[config.mk]
export PLATFORM = sky130hd
export DESIGN_NAME = trlpd_stream
export DESIGN_NICKNAME = d
export VERILOG_FILES = /design/src/hdl/trlpd_pkg.sv /design/src/hdl/trlpd_stream.sv
export SDC_FILE = /design/constraint.sdc
export NUM_CORES = 1
export LEC_CHECK = 0
export BUFFER_PORTS_ARGS = -buffer_cell sky130_fd_sc_hd__clkbuf_2
export CAP_MARGIN = 5
export CORE_UTILIZATION = 55
export CTS_CLUSTER_SIZE = 14
export DETAILED_ROUTE_END_ITERATION = 7
export PLACE_DENSITY = 0.86
export SYNTH_ARGS = -nofsm -noshare
export SYNTH_HDL_FRONTEND = slang
export SYNTH_SLANG_ARGS = --single-unit
[constraint.sdc]
create_clock -name clk -period 9.8 [get_ports clk]
set_clock_uncertainty 0.15 [all_clocks]
set_input_delay 1.96 -clock clk [delete_from_list [all_inputs] [get_ports clk]]
set_output_delay 1.96 -clock clk [all_outputs]
set_load 0.005 [all_outputs]
[src/hdl/trlpd_pkg.sv]
package trlpd_pkg;

  localparam int PALETTE_DEPTH = 256;
  localparam int PAL_AW = (PALETTE_DEPTH > 1) ? $clog2(PALETTE_DEPTH) : 1;

  // pixel_format codes
  localparam logic [2:0] FMT_GREY8  = 3'd0;
  localparam logic [2:0] FMT_INDEX8 = 3'd1;
  localparam logic [2:0] FMT_TRUE16 = 3'd2;
  localparam logic [2:0] FMT_TRUE24 = 3'd3;
  localparam logic [2:0] FMT_TRUE32 = 3'd4;

  // palette_entry_format codes
  localparam logic [1:0] PAL_FMT_16 = 2'd0;
  localparam logic [1:0] PAL_FMT_24 = 2'd1;
  localparam logic [1:0] PAL_FMT_32 = 2'd2;

  // configuration register indexes
  localparam logic [1:0] CFG_PIXEL_FORMAT   = 2'd0;
  localparam logic [1:0] CFG_PALETTE_FORMAT = 2'd1;
  localparam logic [1:0] CFG_RUN_LENGTH     = 2'd2;
  localparam logic [1:0] CFG_PIXEL_COUNT    = 2'd3;

  // operation codes
  localparam logic OP_IMAGE_BYTE    = 1'b0;
  localparam logic OP_PALETTE_WRITE = 1'b1;

  localparam logic [15:0] MASK_B5 = 16'h001F;
  localparam logic [15:0] MASK_G5 = 16'h03E0;
  localparam logic [15:0] MASK_R5 = 16'h7C00;

  typedef struct packed {
    logic        operation;
    logic [7:0]  data_byte;
    logic [7:0]  palette_index;
    logic [31:0] palette_value;
  } pixel_in_t;

  typedef struct packed {
    logic [7:0] blue;
    logic [7:0] green;
    logic [7:0] red;
    logic [7:0] alpha;
    logic [7:0] repeat_count;
    logic       image_done;
    logic       overrun_error;
  } pixel_out_t;

  typedef struct packed {
    logic [2:0]  pixel_format;
    logic [1:0]  palette_entry_format;
    logic        run_length_coded;
    logic [31:0] pixel_count;
  } cfg_t;

  // result of one pixel leaving the stream parser
  typedef struct packed {
    logic        valid;
    logic [31:0] colour;
    logic        use_palette;
    logic        palette_miss;
    logic [7:0]  repeat_count;
    logic        image_done;
    logic        overrun_error;
  } pix_result_t;

  function automatic logic [31:0] widen16(input logic [15:0] v);
    logic [15:0] b;
    logic [15:0] g;
    logic [15:0] r;
    b = (v & MASK_B5) << 3;
    g = (v & MASK_G5) >> 2;
    r = (v & MASK_R5) >> 7;
    return {8'h00, r[7:0], g[7:0], b[7:0]};
  endfunction

endpackage

[src/hdl/trlpd_stream.sv]
module trlpd_stream (
  input  logic                         clk,
  input  logic                         rst,
  input  logic                         accept,
  input  trlpd_pkg::pixel_in_t         item,
  input  trlpd_pkg::cfg_t              cfg,
  output trlpd_pkg::pix_result_t       result,
  output logic                         rd_en,
  output logic [trlpd_pkg::PAL_AW-1:0] rd_addr
);
  import trlpd_pkg::*;

  logic [7:0]  packet_left;
  logic        packet_is_run;
  logic [1:0]  byte_phase;
  logic [31:0] partial_pixel;
  logic [31:0] pixels_done;

  logic [7:0]  packet_left_next;
  logic        packet_is_run_next;
  logic [1:0]  byte_phase_next;
  logic [31:0] partial_pixel_next;
  logic [31:0] pixels_done_next;

  logic        is_header;
  logic [31:0] assembled;
  logic [2:0]  phase_inc;
  logic [2:0]  bytes_per_pixel;
  logic [31:0] remaining;
  logic [7:0]  count;
  logic [7:0]  left_dec;
  logic [7:0]  rep;
  logic        over;
  logic        done;

  always_comb begin
    case (cfg.pixel_format)
      FMT_GREY8, FMT_INDEX8: bytes_per_pixel = 3'd1;
      FMT_TRUE16:            bytes_per_pixel = 3'd2;
      FMT_TRUE24:            bytes_per_pixel = 3'd3;
      default:               bytes_per_pixel = 3'd4;
    endcase

    packet_left_next   = packet_left;
    packet_is_run_next = packet_is_run;
    byte_phase_next    = byte_phase;
    partial_pixel_next = partial_pixel;
    pixels_done_next   = pixels_done;

    is_header = cfg.run_length_coded && (packet_left == 8'd0);
    assembled = partial_pixel | ({24'h0, item.data_byte} << {byte_phase, 3'b000});
    phase_inc = {1'b0, byte_phase} + 3'd1;

    remaining = (cfg.pixel_count > pixels_done) ? (cfg.pixel_count - pixels_done) : 32'd1;
    left_dec  = packet_left - 8'd1;
    count     = (cfg.run_length_coded && packet_is_run) ? packet_left : 8'd1;
    over      = cfg.run_length_coded && !packet_is_run && (remaining == 32'd1) &&
                (left_dec != 8'd0);
    rep       = count;
    if ({24'h0, count} > remaining) begin
      rep  = remaining[7:0];
      over = 1'b1;
    end
    done = ({24'h0, rep} == remaining);

    result              = '0;
    result.colour       = assembled;
    result.repeat_count = rep;
    result.image_done   = done;
    result.overrun_error = over;
    rd_en   = 1'b0;
    rd_addr = assembled[PAL_AW-1:0];

    case (cfg.pixel_format)
      FMT_GREY8:  result.colour = {8'h00, assembled[7:0], assembled[7:0], assembled[7:0]};
      FMT_INDEX8: result.colour = '0;
      FMT_TRUE16: result.colour = widen16(assembled[15:0]);
      FMT_TRUE24: result.colour = {8'h00, assembled[23:0]};
      default:    result.colour = assembled;
    endcase
    result.use_palette  = (cfg.pixel_format == FMT_INDEX8);
    result.palette_miss = ({1'b0, assembled[7:0]} >= 9'(PALETTE_DEPTH));

    if (accept && item.operation == OP_IMAGE_BYTE) begin
      if (is_header) begin
        packet_is_run_next = item.data_byte[7];
        packet_left_next   = {1'b0, item.data_byte[6:0]} + 8'd1;
        byte_phase_next    = '0;
        partial_pixel_next = '0;
      end else if (phase_inc < bytes_per_pixel) begin
        byte_phase_next    = phase_inc[1:0];
        partial_pixel_next = assembled;
      end else begin
        result.valid       = 1'b1;
        rd_en              = result.use_palette && !result.palette_miss;
        byte_phase_next    = '0;
        partial_pixel_next = '0;
        if (cfg.run_length_coded) begin
          packet_left_next = packet_is_run ? 8'd0 : left_dec;
        end
        if (done) begin
          pixels_done_next   = '0;
          packet_left_next   = '0;
          packet_is_run_next = 1'b0;
        end else begin
          pixels_done_next = pixels_done + {24'h0, rep};
        end
      end
    end
  end

  always_ff @(posedge clk) begin
    if (rst) begin
      packet_left   <= '0;
      packet_is_run <= 1'b0;
      byte_phase    <= '0;
      partial_pixel <= '0;
      pixels_done   <= '0;
    end else begin
      packet_left   <= packet_left_next;
      packet_is_run <= packet_is_run_next;
      byte_phase    <= byte_phase_next;
      partial_pixel <= partial_pixel_next;
      pixels_done   <= pixels_done_next;
    end
  end

endmodule

# Word level (Yosys, flattened, before mapping)
# Index checks and enable logic that the tools add are counted.
word_totals:
  reg_bits: 75
  output_inout_bits: 54
  inputBits: 90
classes:
  mux: 25
  reduce_logical: 16
  n_eq_ne: 6
  n_shift: 1
  magnitude_cmp: 3
  bitwise: 4
  add_sub_neg: 5
ops:
  columns: ["operator", "n"]
  rows:
  - ["$mux W32", 4]
  - ["$pmux W32 S4", 1]
  - ["$mux W8", 7]
  - ["$add A32 B8 Y32", 1]
  - ["$eq A32 B1 Y1 const B", 1]
  - ["$eq A8 B32 Y1", 1]
  - ["$gt A32 B32 Y1", 1]
  - ["$gt A8 B32 Y1", 1]
  - ["$or A32 B32 Y32", 1]
  - ["$shl A8 B5 Y32", 1]
  - ["$sub A32 B32 Y32", 1]
  - ["$mux W1", 10]
  - ["$pmux W3 S3", 1]
  - ["$reduce_and A3 Y1", 3]
  - ["$add A7 B1 Y8 const B", 1]
  - ["$logic_not A8 Y1", 1]
  - ["$reduce_bool A8 Y1", 1]
  - ["$sub A8 B1 Y8 const B", 1]
  - ["$eq A3 B2 Y1 const B", 2]
  - ["$logic_and A1 B1 Y1", 6]
  - ["$mux W2", 2]
  - ["$add A2 B1 Y3 const B", 1]
  - ["$eq A3 B1 Y1 const B", 1]
  - ["$logic_not A3 Y1", 1]
  - ["other kinds (7)", 9]

# Logic depth before layout (Yosys ltp)
# Gate-level depths: netlist of the first run.
logic_depth:
  ltp_word: 8
  mapped_depth: 35
  mapped_depth_nobuf: 34

# Worst setup path before layout of the first run
# OpenSTA, ideal clock, no wires.
synth_timing:
  path_kind: "in2reg"
  startpoint: "input cfg[0] in the netlist's numbering"
  endpoint: "register pixels_done[26]"
  setup_slack_ns: 1.995
  required_time_ns: 9.535
  cell_stages: 35
  setup_ns: 0.115
  arrival_ns: 7.540
  n_path_buf: 1
  cell_sequence: "inv_1 ha_1 inv_1 fa_1 a211oi_2 o211ai_1 nand2_1 a21oi_1 o21a_1 buf_2 nand2_1 ha_1 nor2b_1 o21a_1 o21a_1 o21a_1 o21bai_1 a22oi_1 o21ai_1 nor2_1 a21oi_1 ha_1 inv_1 fa_1 nand3b_1 a21oi_1 o21a_1 o21a_1 o211a_1 nand2_1 nor3_1 nand2_1 nor3_1 xnor2_1 nor2_1"
synth_lines:
  columns: ["element", "line", "source"]
  rows:
  - ["start: declaration", "trlpd_stream.sv:6", "input trlpd_pkg::cfg_t cfg,"]
  - ["end signal: assignment", "trlpd_stream.sv:124", "pixels_done <= pixels_done_next;"]
  - ["end: declaration", "trlpd_stream.sv:17", "logic [31:0] pixels_done;"]

==> out/metrics.csv, run 1 <==
metric,value,unit
cp_data_arrival_time,6.34,ns
diodes,0,
cts.clk_slew.worst_paths,0.07,ns
core_area,0.0123,mm²
row_count,40,
startpoint_type,input port,
setup_viol,0,
drt_iter0_drc,666,
cpMostUsedCell,o21a_1,
final_nets,1224,
root_buffer,clkbuf_16,
synth_compound_area_frac,0.297,
slew_violations,0,
syn-instance-count,1018,
die_h,115,µm
powerDensity,117,mW/mm²
synth_area,0.00705,mm²
synth.area.mux_share,0.00728,
r2r_slack,2.66,ns
grtUsageTotal,0.314,
start_util,0.575,
hold_buffers,0,
p_total,0.917,mW
synth_fa_ha_area_frac,0.105,
outcome,completed,
drc,0,
cts.repair.resized,0,
synth-simple-area-share,0.244,
crit_fanout,15,
reg2reg_to,pixels_done[26]$_SDFFE_PP0P_,
synth_cell_types,74,
max-cap-violations,0,
criticalPathCategory,in2out,
dieArea,0.0133,mm²
yosys_warnings,0,
worst_pin_slew,1.19,ns
clkLatencyLatePin,0.35,ns
globalRoute.totalOverflow,0,
avgSynthCellArea,6.92,µm²
path_cells,clkbuf_2 -> ha_1 -> nand2_1 -> o21ai_0 -> a2111oi_0 -> a211oi_1 -> o21a_1 -> nand2_1 -> ha_1 -> nor2b_1 -> o21a_1 -> o21a_1 -> o21a_1 -> o21bai_1 -> a22oi_1 -> o21ai_1 -> buf_4 -> o21ai_0 -> clkbuf_2,
drtAntennaViolNets,0,
seqCellArea,0.00150,mm²
ys_seq_elements,75,
clock_sinks,75,
htreeDepth,3,
areaGrowthSynthToFinish,11.3,%
cts.repair_timing.setup_buffer_count,0,
portBuffers,100,
timing.final.crit_period,8.45,ns
io_pins,144,
required,7.69,ns
hold_depth,2,
final_layout_size_suffix_gt1_frac,0.131,
antenna_found_initial,0,
timing.setup.tns,0,ns
vias_per_cell,6.08,
cts_inserted_buffers,9,
rr_startpoint,pixels_done[27]$_SDFFE_PP0P_,
whs_endpoint,partial_pixel[21]$_SDFFE_PP0P_,
p_leak,3.20,nW
syn_nets,1166,
fin_hold_ws,0.320,ns
slew_headroom,0.206,
grt_pass1_wl,33000,µm
hold_viol,0,
vdd_drop_max,0.122,mV
hp-start,partial_pixel[21]$_SDFFE_PP0P_,
synth_top_family_by_area,compound AO/OA/AOI/OAI gates,
cp-end-kind,output pin,
cp_top_family,compound AO/OA/AOI/OAI gates,
via_count,7590,
multiInputGateArea,0.00504,mm²
cts_max_path_buffers,2,
reg2regPathDepth,33,
grt_pass1_vias,6828,
place_congestion,0.968,
critPathMaxStageDelay,0.49,ns
ys.flop_type,dfxtp_1,
cp_slowest_cell,ha_1,
synth_xor_area_frac,0.0609,
die_x,115,µm
hold_class,reg2reg,
ys_seq_area_frac,0.213,
wl,20100,µm
synth-edff-count,0,
num-fill-cells,1110,
synth-async-reset-ratio,0,
final_util,0.639,
wire_per_inst,16.1,µm
rsz0062_at_grt,false,
dp_hpwl,15100,µm
fmax,118,MHz
cts_tree,built,
fin_crit_sh,0.862,
dr.pass1.iters,5,
crit_buf_inv,3,
grt_start_max_net_pins,35,
[how the worst max path moves through the flow]
stage / from / to / slack (ns) / cells after the start
floorplan: cfg[0] / pixels_done[26]$_SDFFE_PP0P_ / 2.00 / 35
global placement: cfg[27] / pixels_done[26]$_SDFFE_PP0P_ / 1.29 / 33
detailed placement: cfg[27] / pixels_done[26]$_SDFFE_PP0P_ / 1.17 / 33
CTS: cfg[27] / result[9] / 1.39 / 19
global route: cfg[27] / pixels_done[26]$_SDFFE_PP0P_ / 0.88 / 33
finish: cfg[27] / result[5] / 1.35 / 19
[cell usage in the layout (no fill, tap or decap), types with 15 or more instances in the layout]
master / n
o21ai_1: 16
a21o_1: 21
nor2_1: 146
nand3_1: 20
o22ai_1: 25
a21oi_1: 130
nand4_1: 21
ha_1: 56
clkbuf_2: 100
nor2b_1: 15
inv_1: 65
xnor2_1: 36
nand2_1: 99
dfxtp_1: 75
o21ai_0: 32
nor3_1: 25
[layer usage]
metal | wire (µm) | GRT usage
met3 | 1350 | 0.0664
met2 | 9170 | 0.504
met5 | 0 | 0
met1 | 9200 | 0.421
met4 | 370 | 0.0952
[state kept, by name (all words and copies together), names as in the netlist]
register       flops
packet_is_run      1
partial_pixel     32
byte_phase         2
packet_left        8
pixels_done       32
[tightest hold or removal path, stage by stage (launching register included)]
cell	delay, ns
dfxtp_1	0.33
a21oi_1	0.04
nor2_1	0.07
[power by group]
| part | total, mW | internal (mW) | leakage (nW) | switching [mW] |
|---|---|---|---|---|
| sequential | 0.318 | 0.311 | 0.606 | 0.00723 |
| clock | 0.339 | 0.181 | 0.146 | 0.158 |
| combinational | 0.260 | 0.0947 | 2.45 | 0.165 |
| total | 0.917 | 0.586 | 3.20 | 0.331 |
[layout make-up]
type	count	area share
Clock buffer	9	0.0287
Clock inverter	7	0.0102
Inverter	65	0.0311
Multi-Input combinational cell	820	0.643
Sequential cell	75	0.191
Tap cell	168	0.0268
Timing Repair Buffer	105	0.0686
[per-stage QoR]
| step | area [µm²] | instances | setup WS (ns) |
|---|---|---|---|
| 3_3_place_gp | 7540 | 1233 | 1.29 |
| 3_5_place_dp | 7540 | 1233 | 1.17 |
| 5_1_grt | 7840 | 1249 | 0.884 |
| 4_1_cts | 7840 | 1249 | 1.39 |
| 2_1_floorplan | 7050 | 1018 | 2.00 |
| 6_report | 7840 | 1249 | 1.35 |
[logic make-up after synthesis]
logic type / after synthesis
xor+xnor: 49
mux: 5
flops: 75
fa+ha+maj: 58
buf+inv: 123
compound gates: 330
simple gates: 377
other cells: 1
[cells in the mapped netlist, types with 21 or more instances]
| library cell | n | area [µm²] |
|---|---|---|
| inv_1 | 65 | 244 |
| nand2_1 | 99 | 372 |
| o22ai_1 | 25 | 156 |
| xnor2_1 | 36 | 315 |
| o21ai_0 | 32 | 160 |
| nand4_1 | 21 | 131 |
| clkbuf_1 | 32 | 120 |
| dfxtp_1 | 75 | 1500 |
| a21oi_1 | 130 | 651 |
| nor2_1 | 146 | 548 |
| ha_1 | 56 | 701 |
| nor3_1 | 25 | 125 |
| a21o_1 | 21 | 158 |
No activity file was read; power rests on OpenSTA's default activity.
==> inputs of run 2 (changes only) <==
--- a/config.mk
+++ b/config.mk
@@ -10,6 +10,7 @@
 export CORE_UTILIZATION = 55
 export CTS_CLUSTER_SIZE = 14
 export DETAILED_ROUTE_END_ITERATION = 7
+export GPL_TIMING_DRIVEN = 0
 export PLACE_DENSITY = 0.86
 export SYNTH_ARGS = -nofsm -noshare
 export SYNTH_HDL_FRONTEND = slang
==> out/metrics.csv, run 2 (synthesis results as in run 1) <==
metric,value,unit
root_buffer,clkbuf_16,
core_area,0.0123,mm²
combPwrFrac,0.283,
io_pins,144,
via_count,7973,
cts_tree,built,
drc,0,
drt_iter0_drc,786,
die_h,115,µm
cts_max_path_buffers,2,
num-fill-cells,1102,
clock_power_share,0.387,
swShare,0.338,
hold_class,reg2reg,
max-cap-violations,0,
htreeDepth,3,
dr.pass1.iters,8,
final_cell_count_no_fill,1299,
placed_cells,1283,
cts.clk_slew.worst_paths,0.07,ns
reg.largest.list,"partial_pixel (32), pixels_done (32), packet_left (8)",
crit_fanout,10,
cts.repair.resized,0,
antenna_found_initial,0,
grt_start_max_net_pins,15,
portBuffers,97,
hold_viol,0,
mostFrequentLayoutCells,"146 x nor2_1, 130 x a21oi_1, 99 x nand2_1",
seqPwrFrac,0.330,
grtUsageTotal,0.322,
cp_data_arrival_time,9.25,ns
wl,21200,µm
wl_met2,9280,µm
wl_met3,2030,µm
cpMostUsedCell,o21a_1,
rsz0062_at_grt,false,
cts_inserted_buffers,9,
p_total,0.962,mW
place_congestion,0.948,
dieArea,0.0133,mm²
clkLatencyLatePin,0.35,ns
timing.final.crit_period,9.17,ns
routed.top_layer,met4,
cts.repair_timing.setup_buffer_count,0,
outcome,completed,
wire_per_inst,16.3,µm
timing.setup.tns,0,ns
diodes,0,
final_nets,1274,
p_int,0.637,mW
powerDensity,119,mW/mm²
slew_violations,0,
clock_sinks,75,
drtAntennaViolNets,0,
fin_hold_ws,0.317,ns
vdd_drop_max,0.107,mV
p_leak,3.32,nW
globalRoute.totalOverflow,0,
hold_buffers,0,
start_util,0.575,
switchingPower,0.325,mW
die_x,115,µm
final_layout_size_suffix_gt1_frac,0.137,
fmax,109,MHz
setup_viol,0,
grt_pass1_vias,7088,
slew_headroom,0.164,
required,9.88,ns
grt_pass1_wl,34000,µm
cp_slowest_cell,nor3_1,
fin_crit_sh,0.935,
row_count,40,
critPathMaxStageDelay,0.52,ns
final_common_cell,nor2_1,
startpoint_type,input port,
worst_pin_slew,1.24,ns
vias_per_cell,6.14,
areaGrowthSynthToFinish,14.5,%
final_util,0.658,
dp_hpwl,16100,µm
cp-end-kind,register,
wl_met1,9350,µm
criticalPathCategory,in2reg,
-- run 2: cell count changes in the layout (fill, tap and decap cells not counted), sizes merged --
cell	before	now
clkbuf	109	139
buf	5	26
bufinv	0	2
clkinv	3	2
clkinvlp	1	0
inv	68	67
-- run 2: path summary, 6_finish.rpt --
path / from / to / slack [ns] / cells after the start
max: cfg[26] / pixels_done[26]$_SDFFE_PP0P_ / 0.63 / 33
min: partial_pixel[20]$_SDFFE_PP0P_ / partial_pixel[20]$_SDFFE_PP0P_ / 0.32 / 2
max reg2reg: pixels_done[26]$_SDFFE_PP0P_ / pixels_done[26]$_SDFFE_PP0P_ / 1.92 / 33
min reg2reg: partial_pixel[20]$_SDFFE_PP0P_ / partial_pixel[20]$_SDFFE_PP0P_ / 0.32 / 2
-- run 2: cell type report --
class	count	area [µm²]	area share
tap	168	210	0.0261
sequential	75	1500	0.186
timing repair buffer	97	485	0.0602
buffer	58	263	0.0326
clock buffer	10	229	0.0284
multi-input combinational	820	5040	0.624
clock inverter	6	97.6	0.0121
inverter	65	244	0.0302
-- run 2: routing by layer --
metal | GRT usage | vias up
met5 | 0 | -
met2 | 0.499 | 458
met1 | 0.438 | 3613
met4 | 0.139 | 0
li1 | - | 3846
met3 | 0.0569 | 56
-- run 2: power by group through the flow --
stage | combinational (mW) | clock, mW | sequential, mW
2_1_floorplan | 0.186 | 0 | 0.322
3_3_place_gp | 0.258 | 0 | 0.323
3_5_place_dp | 0.262 | 0 | 0.324
4_1_cts | 0.265 | 0.372 | 0.317
5_1_grt | 0.299 | 0.386 | 0.318
6_report | 0.272 | 0.372 | 0.317
-- run 2: worst max-delay path: cells and delay by family --
kind	cells	cell delay, ns
XOR/XNOR	1	0.15
AND/OR/NAND/NOR	9	1.84
AO/OA/AOI/OAI	15	3.30
buffers and inverters	4	0.64
adder cells (fa/ha/maj)	4	1.35
-- run 2: metrics by stage --
step,cell area (µm²),setup slack (ns)
6_report,8070,0.632
2_1_floorplan,7050,2.00
5_1_grt,8070,0.167
3_5_place_dp,7740,0.503
4_1_cts,8070,0.812
3_3_place_gp,7740,0.688
==> inputs of run 3 (changes only) <==
--- a/config.mk
+++ b/config.mk
@@ -7,11 +7,11 @@
 export LEC_CHECK = 0
 export BUFFER_PORTS_ARGS = -buffer_cell sky130_fd_sc_hd__clkbuf_2
 export CAP_MARGIN = 5
-export CORE_UTILIZATION = 55
+export CORE_UTILIZATION = 40
 export CTS_CLUSTER_SIZE = 14
 export DETAILED_ROUTE_END_ITERATION = 7
 export GPL_TIMING_DRIVEN = 0
-export PLACE_DENSITY = 0.86
+export PLACE_DENSITY = 0.67
 export SYNTH_ARGS = -nofsm -noshare
 export SYNTH_HDL_FRONTEND = slang
 export SYNTH_SLANG_ARGS = --single-unit
==> out/metrics.csv, run 3 (synthesis results as in run 1) <==
metric,value,unit
outcome,completed,
io_pins,144,
globalRoute.totalOverflow,0,
antenna_found_initial,0,
max-cap-violations,0,
drc,0,
switchingPower,0.311,mW
criticalPathCategory,in2reg,
cts_max_path_buffers,2,
clock_sinks,75,
reg.largest.list,"partial_pixel (32), pixels_done (32), packet_left (8)",
slew_violations,0,
hold_viol,0,
hold_depth,2,
dieArea,0.0182,mm²
cp_top_family,compound AO/OA/AOI/OAI gates,
final_nets,1274,
htreeDepth,3,
cp_data_arrival_time,9.06,ns
place_congestion,0.934,
required,9.88,ns
vdd_drop_max,0.0847,mV
via_count,7729,
powerDensity,119,mW/mm²
fmax,111,MHz
timing.final.crit_period,8.98,ns
rsz0062_at_grt,false,
drt_iter0_drc,553,
dr.pass1.iters,5,
dp_hpwl,17200,µm
seqCellArea,0.00150,mm²
wire_per_inst,15.8,µm
areaGrowthSynthToFinish,15.7,%
critPathMaxStageDelay,0.82,ns
final_cell_count_no_fill,1356,
timing.setup.tns,0,ns
grt_pass1_vias,7050,
cpMostUsedCell,o21a_1,
row_count,48,
crit_buf_inv,4,
wl,21400,µm
die_x,135,µm
hold_class,reg2reg,
num-fill-cells,1760,
crit_fanout,10,
cp_slowest_cell,a2111oi_0,
hold_buffers,0,
dp_slack,0.504,ns
seqPwrFrac,0.327,
cp-end-kind,register,
reg2regPathDepth,33,
stdcell_area,0.00816,mm²
cts.clk_slew.worst_paths,0.06,ns
multiInputGateArea,0.00504,mm²
vias_per_cell,5.70,
mostFrequentLayoutCells,"146 x nor2_1, 130 x a21oi_1, 99 x nand2_1",
die_h,135,µm
core_area,0.0172,mm²
placed_cells,1340,
grtUsageTotal,0.240,
slew_headroom,0.301,
fin_crit_sh,0.916,
finalWorstSetupSlack,0.819,ns
clkLatencyLatePin,0.34,ns
cts_inserted_buffers,9,
final_layout_size_suffix_gt1_frac,0.137,
p_leak,3.32,nW
combPwrFrac,0.278,
final_common_cell,nor2_1,
cp.depth,33,
swShare,0.321,
portBuffers,97,
root_buffer,clkbuf_16,
start_util,0.409,
grt_start_max_net_pins,14,
cts.repair_timing.setup_buffer_count,0,
setup_viol,0,
diodes,0,
postPlaceCellArea,0.00781,mm²
clock_power_share,0.396,
grt_pass1_wl,35000,µm
p_total,0.971,mW
cts.repair.resized,0,
worst_pin_slew,1.04,ns
startpoint_type,input port,
p_int,0.660,mW
drtAntennaViolNets,0,
cts_tree,built,
## run 3: cell count changes in the layout (fill, tap and decap cells not counted), sizes merged
cell      change
bufinv        +1
clkinv        -1
clkinvlp      +2
inv           -2
## run 3: area by class of cell
type,instances,area share
Inverter,65,0.0299
Multi-Input combinational cell,820,0.618
Clock inverter,6,0.0140
Clock buffer,10,0.0281
Sequential cell,75,0.184
Timing Repair Buffer,97,0.0595
Buffer,58,0.0322
Tap cell,225,0.0345
## run 3: metal layers
metal | up-vias | global-route usage | share of wire
li1 | 3848 | - | -
met1 | 3580 | 0.336 | 0.48
met2 | 272 | 0.378 | 0.45
met3 | 29 | 0.0360 | 0.060
met4 | 0 | 0.0699 | 0.017
met5 | - | 0 | 0
## run 3: path summary, 6_finish.rpt
path | slack (ns) | end | from
min reg2reg | 0.32 | partial_pixel[24]$_SDFFE_PP0P_ | partial_pixel[24]$_SDFFE_PP0P_
max reg2reg | 2.10 | pixels_done[26]$_SDFFE_PP0P_ | pixels_done[25]$_SDFFE_PP0P_
max | 0.82 | pixels_done[26]$_SDFFE_PP0P_ | cfg[25]
min | 0.32 | partial_pixel[24]$_SDFFE_PP0P_ | partial_pixel[24]$_SDFFE_PP0P_
## run 3: power by group through the flow
stage                     registers, mW  clock network [mW]  logic [mW]
final                             0.317               0.384       0.270
after global routing              0.318               0.402       0.300
after CTS                         0.317               0.390       0.266
after detailed placement          0.324                   0       0.264
after global placement            0.323                   0       0.263
after floorplan                   0.322                   0       0.186
## run 3: worst min-delay path, cell delays in order, from the launching register on
cell and delay, ns:
dfxtp_1 0.33, a21oi_1 0.04, nor2_1 0.07
## run 3: through the flow
stage	utilization	hold WS, ns
2_1_floorplan	-	0.288
3_3_place_gp	0.453	0.298
3_5_place_dp	0.453	0.307
4_1_cts	0.473	0.323
5_1_grt	0.473	0.342
6_report	0.473	0.317
